File: src/design/scta_pkg.sv
`timescale 1ns / 1ps
// ----------------------------------------------------------------------------
// scta_pkg
// Shared types, constants and set-1 scancode tables for the scancode to
// ASCII character FIFO.
// ----------------------------------------------------------------------------
package scta_pkg;

    localparam int FIFO_DEPTH_DEF = 256;

    localparam logic [6:0] KEY_LSHIFT   = 7'h2A;
    localparam logic [6:0] KEY_RSHIFT   = 7'h36;
    localparam logic [7:0] CAPTURE_CHAR = 8'h2D;

    typedef enum logic [1:0] {
        OP_SCAN  = 2'd0,
        OP_POP   = 2'd1,
        OP_CLEAR = 2'd2,
        OP_NONE  = 2'd3
    } t_op;

    typedef enum logic {
        S_IDLE,
        S_READ
    } t_state;

    // translator verdict for one scancode
    typedef struct packed {
        logic       cap;
        logic       ch_valid;
        logic [7:0] ch;
    } t_xlate;

    function automatic logic [7:0] f_plain_map(input logic [6:0] code);
        logic [7:0] ch;
        case (code)
            7'd1:  ch = 8'd27;
            7'd2:  ch = "1";
            7'd3:  ch = "2";
            7'd4:  ch = "3";
            7'd5:  ch = "4";
            7'd6:  ch = "5";
            7'd7:  ch = "6";
            7'd8:  ch = "7";
            7'd9:  ch = "8";
            7'd10: ch = "9";
            7'd11: ch = "0";
            7'd12: ch = 8'h2D;
            7'd13: ch = 8'h3D;
            7'd14: ch = 8'h08;
            7'd15: ch = 8'h09;
            7'd16: ch = "q";
            7'd17: ch = "w";
            7'd18: ch = "e";
            7'd19: ch = "r";
            7'd20: ch = "t";
            7'd21: ch = "y";
            7'd22: ch = "u";
            7'd23: ch = "i";
            7'd24: ch = "o";
            7'd25: ch = "p";
            7'd26: ch = 8'h5B;
            7'd27: ch = 8'h5D;
            7'd28: ch = 8'h0A;
            7'd30: ch = "a";
            7'd31: ch = "s";
            7'd32: ch = "d";
            7'd33: ch = "f";
            7'd34: ch = "g";
            7'd35: ch = "h";
            7'd36: ch = "j";
            7'd37: ch = "k";
            7'd38: ch = "l";
            7'd39: ch = 8'h3B;
            7'd40: ch = 8'h27;
            7'd41: ch = 8'h60;
            7'd43: ch = 8'h5C;
            7'd44: ch = "z";
            7'd45: ch = "x";
            7'd46: ch = "c";
            7'd47: ch = "v";
            7'd48: ch = "b";
            7'd49: ch = "n";
            7'd50: ch = "m";
            7'd51: ch = 8'h2C;
            7'd52: ch = 8'h2E;
            7'd53: ch = 8'h2F;
            7'd55: ch = 8'h2A;
            7'd57: ch = 8'h20;
            7'd72: ch = 8'd38;
            7'd74: ch = 8'h2D;
            7'd75: ch = 8'd37;
            7'd77: ch = 8'd39;
            7'd78: ch = 8'h2B;
            7'd80: ch = 8'd40;
            default: ch = 8'h00;
        endcase
        return ch;
    endfunction

    function automatic logic [7:0] f_shift_map(input logic [6:0] code);
        logic [7:0] ch;
        case (code)
            7'd1:  ch = 8'd27;
            7'd2:  ch = 8'h21;
            7'd3:  ch = 8'h40;
            7'd4:  ch = 8'h23;
            7'd5:  ch = 8'h24;
            7'd6:  ch = 8'h25;
            7'd7:  ch = 8'h5E;
            7'd8:  ch = 8'h26;
            7'd9:  ch = 8'h2A;
            7'd10: ch = 8'h28;
            7'd11: ch = 8'h29;
            7'd12: ch = 8'h5F;
            7'd13: ch = 8'h2B;
            7'd14: ch = 8'h08;
            7'd15: ch = 8'h09;
            7'd16: ch = "Q";
            7'd17: ch = "W";
            7'd18: ch = "E";
            7'd19: ch = "R";
            7'd20: ch = "T";
            7'd21: ch = "Y";
            7'd22: ch = "U";
            7'd23: ch = "I";
            7'd24: ch = "O";
            7'd25: ch = "P";
            7'd26: ch = 8'h7B;
            7'd27: ch = 8'h7D;
            7'd28: ch = 8'h0A;
            7'd30: ch = "A";
            7'd31: ch = "S";
            7'd32: ch = "D";
            7'd33: ch = "F";
            7'd34: ch = "G";
            7'd35: ch = "H";
            7'd36: ch = "J";
            7'd37: ch = "K";
            7'd38: ch = "L";
            7'd39: ch = 8'h3A;
            7'd40: ch = 8'h22;
            7'd41: ch = 8'h7E;
            7'd43: ch = 8'h7C;
            7'd44: ch = "Z";
            7'd45: ch = "X";
            7'd46: ch = "C";
            7'd47: ch = "V";
            7'd48: ch = "B";
            7'd49: ch = "N";
            7'd50: ch = "M";
            7'd51: ch = 8'h3C;
            7'd52: ch = 8'h3E;
            7'd53: ch = 8'h3F;
            7'd55: ch = 8'h2A;
            7'd57: ch = 8'h20;
            7'd74: ch = 8'h2D;
            7'd78: ch = 8'h2B;
            default: ch = 8'h00;
        endcase
        return ch;
    endfunction

endpackage

File: src/design/scancode_to_ascii_fifo_core.sv
`timescale 1ns / 1ps
// ----------------------------------------------------------------------------
// scancode_to_ascii_fifo_core
// Set-1 scancode translator feeding a character FIFO, with pop and clear.
// ----------------------------------------------------------------------------
// Takes one transaction at a time. A scancode, a clear or an unused op has
// its result registered at the accepting edge; the next one can be taken in
// the following cycle once that result is taken. A pop that finds a character
// passes in S_READ through the memory's read data register, then the result
// register; a pop on an empty buffer answers at the accepting edge. The
// result register frees the input side as soon as the previous result is
// taken. Characters live in a FIFO_DEPTH x 8 memory with no reset; read and
// write pointers and a fill count are cleared by reset and by the clear op.
module scancode_to_ascii_fifo_core #(
    parameter int FIFO_DEPTH = scta_pkg::FIFO_DEPTH_DEF,
    parameter int CW         = $clog2(FIFO_DEPTH + 1)
) (
    input  logic          i_clk,
    input  logic          i_rst_n,
    input  logic          i_valid,
    output logic          o_ready,
    input  logic [1:0]    i_op,
    input  logic [7:0]    i_scancode,
    output logic          o_valid,
    input  logic          i_ready,
    output logic          o_pop_valid,
    output logic [7:0]    o_pop_char,
    output logic          o_capture_request,
    output logic          o_char_stored,
    output logic [CW-1:0] o_fill_level
);
    import scta_pkg::*;

    localparam int AW = $clog2(FIFO_DEPTH);

    t_state        r_state, n_state;
    logic [AW-1:0] r_rd_ptr, n_rd_ptr;
    logic [AW-1:0] r_wr_ptr, n_wr_ptr;
    logic [CW-1:0] r_count, n_count;
    logic          r_out_valid, n_out_valid;
    logic          r_pop_valid, n_pop_valid;
    logic [7:0]    r_pop_char, n_pop_char;
    logic          r_cap, n_cap;
    logic          r_stored, n_stored;
    logic [CW-1:0] r_fill, n_fill;

    logic          w_accept;
    logic          w_out_free;
    t_op           w_op;
    t_xlate        w_xlate;
    logic          w_we;
    logic          w_re;
    logic [7:0]    w_rdata;

    assign w_op       = t_op'(i_op);
    assign w_out_free = !r_out_valid || i_ready;
    assign o_ready    = (r_state == S_IDLE) && w_out_free;
    assign w_accept   = i_valid && o_ready;

    scta_xlate u_xlate (
        .i_clk      (i_clk),
        .i_rst_n    (i_rst_n),
        .i_en       (w_accept && (w_op == OP_SCAN)),
        .i_scancode (i_scancode),
        .o_xlate    (w_xlate)
    );

    scta_mem #(
        .FIFO_DEPTH (FIFO_DEPTH),
        .AW         (AW)
    ) u_mem (
        .i_clk   (i_clk),
        .i_we    (w_we),
        .i_waddr (r_wr_ptr),
        .i_wdata (w_xlate.ch),
        .i_re    (w_re),
        .i_raddr (r_rd_ptr),
        .o_rdata (w_rdata)
    );

    always_comb begin
        n_state     = r_state;
        n_rd_ptr    = r_rd_ptr;
        n_wr_ptr    = r_wr_ptr;
        n_count     = r_count;
        n_out_valid = r_out_valid && !i_ready;
        n_pop_valid = r_pop_valid;
        n_pop_char  = r_pop_char;
        n_cap       = r_cap;
        n_stored    = r_stored;
        n_fill      = r_fill;
        w_we        = 1'b0;
        w_re        = 1'b0;

        case (r_state)
            S_IDLE: begin
                if (w_accept) begin
                    n_out_valid = 1'b1;
                    n_pop_valid = 1'b0;
                    n_pop_char  = 8'h00;
                    n_cap       = 1'b0;
                    n_stored    = 1'b0;
                    case (w_op)
                        OP_SCAN: begin
                            n_cap = w_xlate.cap;
                            // full buffer drops the character quietly
                            if (w_xlate.ch_valid && (r_count < CW'(FIFO_DEPTH))) begin
                                w_we     = 1'b1;
                                n_stored = 1'b1;
                                n_count  = r_count + 1'b1;
                                n_wr_ptr = (r_wr_ptr == AW'(FIFO_DEPTH - 1)) ?
                                           '0 : r_wr_ptr + 1'b1;
                            end
                        end
                        OP_POP: begin
                            if (r_count != '0) begin
                                // result is loaded in the next cycle, after the memory read
                                w_re        = 1'b1;
                                n_out_valid = 1'b0;
                                n_state     = S_READ;
                                n_count     = r_count - 1'b1;
                                n_rd_ptr    = (r_rd_ptr == AW'(FIFO_DEPTH - 1)) ?
                                              '0 : r_rd_ptr + 1'b1;
                            end
                        end
                        OP_CLEAR: begin
                            n_count  = '0;
                            n_rd_ptr = '0;
                            n_wr_ptr = '0;
                        end
                        default: begin
                        end
                    endcase
                    n_fill = n_count;
                end
            end
            S_READ: begin
                // result register is known empty here
                n_out_valid = 1'b1;
                n_pop_valid = 1'b1;
                n_pop_char  = w_rdata;
                n_cap       = 1'b0;
                n_stored    = 1'b0;
                n_fill      = r_count;
                n_state     = S_IDLE;
            end
            default: begin
                n_state = S_IDLE;
            end
        endcase
    end

    always_ff @(posedge i_clk) begin
        if (!i_rst_n) begin
            r_state     <= S_IDLE;
            r_rd_ptr    <= '0;
            r_wr_ptr    <= '0;
            r_count     <= '0;
            r_out_valid <= 1'b0;
        end else begin
            r_state     <= n_state;
            r_rd_ptr    <= n_rd_ptr;
            r_wr_ptr    <= n_wr_ptr;
            r_count     <= n_count;
            r_out_valid <= n_out_valid;
        end
    end

    always_ff @(posedge i_clk) begin
        r_pop_valid <= n_pop_valid;
        r_pop_char  <= n_pop_char;
        r_cap       <= n_cap;
        r_stored    <= n_stored;
        r_fill      <= n_fill;
    end

    assign o_valid           = r_out_valid;
    assign o_pop_valid       = r_pop_valid;
    assign o_pop_char        = r_pop_char;
    assign o_capture_request = r_cap;
    assign o_char_stored     = r_stored;
    assign o_fill_level      = r_fill;

endmodule

File: src/design/scta_xlate.sv
`timescale 1ns / 1ps
// ----------------------------------------------------------------------------
// scta_xlate
// Shift tracking and set-1 scancode to ASCII lookup.
// ----------------------------------------------------------------------------
module scta_xlate (
    input  logic                 i_clk,
    input  logic                 i_rst_n,
    input  logic                 i_en,
    input  logic [7:0]           i_scancode,
    output scta_pkg::t_xlate     o_xlate
);
    import scta_pkg::*;

    logic       r_shift;
    logic       n_shift;
    logic       w_make;
    logic       w_is_shift;
    logic [6:0] w_key;
    logic [7:0] w_ch;

    always_comb begin
        w_make     = ~i_scancode[7];
        w_key      = i_scancode[6:0];
        w_is_shift = (w_key == KEY_LSHIFT) || (w_key == KEY_RSHIFT);
        w_ch       = r_shift ? f_shift_map(w_key) : f_plain_map(w_key);

        o_xlate.ch       = w_ch;
        o_xlate.cap      = w_make && !w_is_shift && (w_ch == CAPTURE_CHAR);
        o_xlate.ch_valid = w_make && !w_is_shift && (w_ch != 8'h00) &&
                           (w_ch != CAPTURE_CHAR);

        // make of a shift sets, break of a shift clears
        n_shift = r_shift;
        if (i_en && w_is_shift) begin
            n_shift = w_make;
        end
    end

    always_ff @(posedge i_clk) begin
        if (!i_rst_n) begin
            r_shift <= 1'b0;
        end else begin
            r_shift <= n_shift;
        end
    end

endmodule

File: src/design/scta_mem.sv
`timescale 1ns / 1ps
// ----------------------------------------------------------------------------
// scta_mem
// Character store: one write port, one read port with registered data.
// ----------------------------------------------------------------------------
module scta_mem #(
    parameter int FIFO_DEPTH = scta_pkg::FIFO_DEPTH_DEF,
    parameter int AW         = $clog2(FIFO_DEPTH)
) (
    input  logic          i_clk,
    input  logic          i_we,
    input  logic [AW-1:0] i_waddr,
    input  logic [7:0]    i_wdata,
    input  logic          i_re,
    input  logic [AW-1:0] i_raddr,
    output logic [7:0]    o_rdata
);

    logic [7:0] r_mem [FIFO_DEPTH];
    logic [7:0] r_rdata;

    always_ff @(posedge i_clk) begin
        if (i_we) begin
            r_mem[i_waddr] <= i_wdata;
        end
    end

    always_ff @(posedge i_clk) begin
        if (i_re) begin
            r_rdata <= r_mem[i_raddr];
        end
    end

    assign o_rdata = r_rdata;

endmodule

File: config.mk
export PLATFORM = sky130hd
export DESIGN_NAME = scancode_to_ascii_fifo_core
export DESIGN_NICKNAME = d
export VERILOG_FILES = /design/src/design/scta_pkg.sv /design/src/design/scancode_to_ascii_fifo_core.sv /design/src/design/scta_xlate.sv /design/src/design/scta_mem.sv
export SDC_FILE = /design/constraint.sdc
export NUM_CORES = 2
export LEC_CHECK = 0
export ABC_AREA = 1
export BUFFER_PORTS_ARGS = -buffer_cell sky130_fd_sc_hd__buf_2
export CORE_UTILIZATION = 45
export CTS_BUF_LIST = sky130_fd_sc_hd__clkbuf_2
export CTS_CLUSTER_DIAMETER = 200
export DETAILED_ROUTE_END_ITERATION = 12
export PLACE_DENSITY_LB_ADDON = 0.3
export SYNTH_ARGS = -nofsm -noshare
export SYNTH_HDL_FRONTEND = slang
export SYNTH_SLANG_ARGS = --single-unit
File: constraint.sdc
create_clock -name i_clk -period 10.73 [get_ports i_clk]
set_clock_uncertainty 0.2 [all_clocks]
set_input_delay 2.146 -clock i_clk [delete_from_list [all_inputs] [get_ports i_clk]]
set_output_delay 2.146 -clock i_clk [all_outputs]
set_load 0.02 [all_outputs]
==> flow_summary.yaml <==
timing:
  slew_headroom_pct: 15.9
  hold_violations: 0
  hold_ws_ns: 0.298
  finalSetupViolCount: 0
  finalCriticalPeriod_ns: 5.95
  grt_setup_unrepaired: "false"
  tightest_slew_ns: 1.26
  slew_violations: 0
  finalCritPeriodShare_pct: 55.5
  setup_tns_ns: 0
  fmax_mhz: 168
global_route:
  antenna_found_initial: 5
  grt_overflow: 0
  grt_pass1_vias: 50200
  grt_usage_pct: 24.6
  grt_max_degree: 247
  grt_first_pass_wirelength_mm: 313
clock_network:
  clkLatencyLatePin_ns: 1.84
  postCtsSetupBuffers: 0
  cts_tree: "built"
  cts_root_buf: "clkbuf_2"
  hold_buffers: 0
  clockBufferDepth: 4
  cts.sink_count: 1846
  cts_resized: 0
  clk_pin_slew_worst_paths_ns: 0.10
  h-tree-depth: 5
  cts_made_buffers: 440
setup_path:
  cp_max_fo: 77
  startpoint_type: "primary input"
  ff2ff_path_depth: 13
  crit_chain: "buf_2 -> inv_2 -> nand2_1 -> nand2_1 -> nor2_1 -> nand2_1 -> nand3_1 -> nand3_1 -> nand2_1 -> inv_8 -> nand3_1 -> nor2_1 -> nand2_1 -> nand4_2 -> nor2_4 -> buf_4 -> nand4_1 -> nor2_1"
  arrival_ns: 7.19
  critPathKind: "primary input to flip-flop"
  path_depth: 18
  crit_required_ns: 11.97
  slowest_stage: "nand4_1"
  cp_top_family: "simple AND/OR/NAND/NOR gates"
  crit_buf_inv: 4
  cp-end-kind: "flip-flop"
  max_stage_delay_ns: 0.93
  path_common_cell: "nand2_1"
power:
  p_clk_share_pct: 32.8
  cell_internal_pwr_mw: 9.84
  p_comb_share_pct: 6.8
  pwr_density_cell_nw_per_um2: 165
  ir_drop_v: 0.000138
  p_sw_mw: 3.48
  swShare_pct: 26.1
  seqPwrFrac_pct: 60.4
  power.leakage_nw: 26.7
synthesis:
  syn_area_per_cell_um2: 12.4
  syn_nets: 6101
  yosysWarnings: 0
  yosysSeqAreaShare_pct: 73.2
  synth_top_area_share_pct: 72.5
  yosys.area.top_type: "edfxtp_1"
  synthArstFlopShare_pct: 0
  yosys-top-cells-area: "edfxtp_1, o21ai_0, nor2_1"
  synth_seq_cells: 1846
  synth_edf_count: 1818
  ys_types: 46
  netlist_area_um2: 75300
  syn_inst: 6066
  synth_top_flop_cell: "edfxtp_1"
detailed_routing:
  firstDrtPassIters: 6
  vias: 51700
  routed_wl_mm: 210
  via_per_inst: 5.96
  wire_per_inst_um: 24.3
  drc: 0
  first_iter_violations: 7121
  ant_nets: 0
place:
  place_congestion: 0.874
  dp_cells: 7893
  dpl.hpwl_mm: 115
  port_buffers: 34
floorplanning:
  initial_core_util_pct: 45.5
  num_rows: 149
  die_w_um: 411
  core_um2: 166000
  die_h_um: 411
  dieArea_um2: 169000
  num_io_pins: 36
run_status:
  status: "completed"
cells_and_area:
  nFillCells: 14700
  fin_cells: 8667
  final_nets: 6182
  final_common_cell: "edfxtp_1"
  drive_gt1_share_pct: 12.7
  area_growth_syn_to_layout_pct: 7.46
  mostFrequentLayoutCells: "edfxtp_1, nor2_1, o21ai_0, clkbuf_2, o22ai_1"
job:
  drv_cap: 0
min_path:
  hold_path_class: "flip-flop to flip-flop"
  hold_depth: 2
[state kept, by name, summed over array words and instances, names as in the netlist]
| register | cells |
|---|---|
| o_capture_request | 1 |
| o_char_stored | 1 |
| o_fill_level | 9 |
| o_pop_char | 7 |
| o_pop_valid | 1 |
| o_valid | 1 |
| r_count | 9 |
| r_rd_ptr | 8 |
| r_state | 1 |
| r_wr_ptr | 8 |
| u_mem.o_rdata | 7 |
| u_mem.r_mem | 1792 |
| u_xlate.r_shift | 1 |
[power groups by stage]
stage | registers (mW) | logic [mW] | clock network [mW]
finish | 8.05 | 0.903 | 4.37
global placement | 8.21 | 0.892 | 0
global route | 8.05 | 0.976 | 4.78
floorplan | 8.25 | 0.516 | 0
CTS | 8.05 | 0.893 | 4.45
detailed placement | 8.21 | 0.891 | 0
[worst paths after layout]
kind               startpoint             endpoint  slack [ns]
max             i_scancode[3]  u_mem.r_mem[126][6]        4.78
min reg2reg  u_mem.o_rdata[6]        o_pop_char[6]        0.30
max reg2reg   u_xlate.r_shift  u_mem.r_mem[126][6]        5.10
min          u_mem.o_rdata[6]        o_pop_char[6]        0.30
[Yosys cell counts (all sizes together), types with 21 or more instances]
library cell	number
a21oi	42
buf	67
clkbuf	388
dfxtp	28
edfxtp	1818
ha	21
inv	102
nand2	293
nand3	258
nand4	24
nor2	1361
o211ai	46
o21ai	1050
o221ai	196
o22ai	294
[cell families (layout without fill, tap and decap cells)]
logic type	Yosys count	in the layout	share of synthesized area (%)
buffers and inverters	562	969	2.91
flip-flops	1846	1846	73.2
AND/OR/NAND/NOR	1969	1969	10.6
XOR/XNOR	11	11	0.128
adder cells (fa/ha/maj)	21	21	0.349
other	1	6	0.00498
AO/OA/AOI/OAI	1656	1656	12.7
[layer usage]
metal	up-vias	track usage (%)	share of wire [%]
li1	23000	-	-
met1	25200	33.5	40
met2	3083	38.2	46
met3	418	5.28	9.9
met4	2	10.3	3.7
met5	-	0	0.0062
[cell type report]
| cell class | count | area (um2) | share of cell area [%] |
|---|---|---|---|
| clock buffers | 628 | 3140 | 3.88 |
| inverters | 107 | 477 | 0.589 |
| clock inverters | 140 | 626 | 0.773 |
| multi-input cells | 3658 | 18000 | 22.3 |
| diodes | 5 | 12.5 | 0.0155 |
| flip-flops and latches | 1846 | 55200 | 68.2 |
| repair buffers | 94 | 733 | 0.906 |
| well taps | 2189 | 2740 | 3.38 |
[tightest hold or removal path: cells and delay by family (launching register included)]
kind          cells  cell delay (ns)
flops             1             0.33
buf+inv           1             0.04
simple gates      1             0.05
[through the flow]
stage	setup WS (ns)	util [%]	power, mW	cell area (um2)
4_1_cts	5.12	48.9	13.4	80900
2_1_floorplan	3.30	-	8.77	75300
6_report	4.78	48.9	13.3	80900
3_5_place_dp	3.09	46.6	9.10	77100
3_3_place_gp	3.14	46.6	9.10	77100
5_1_grt	4.64	48.9	13.8	80900
Power figures use the tool's default switching activity.
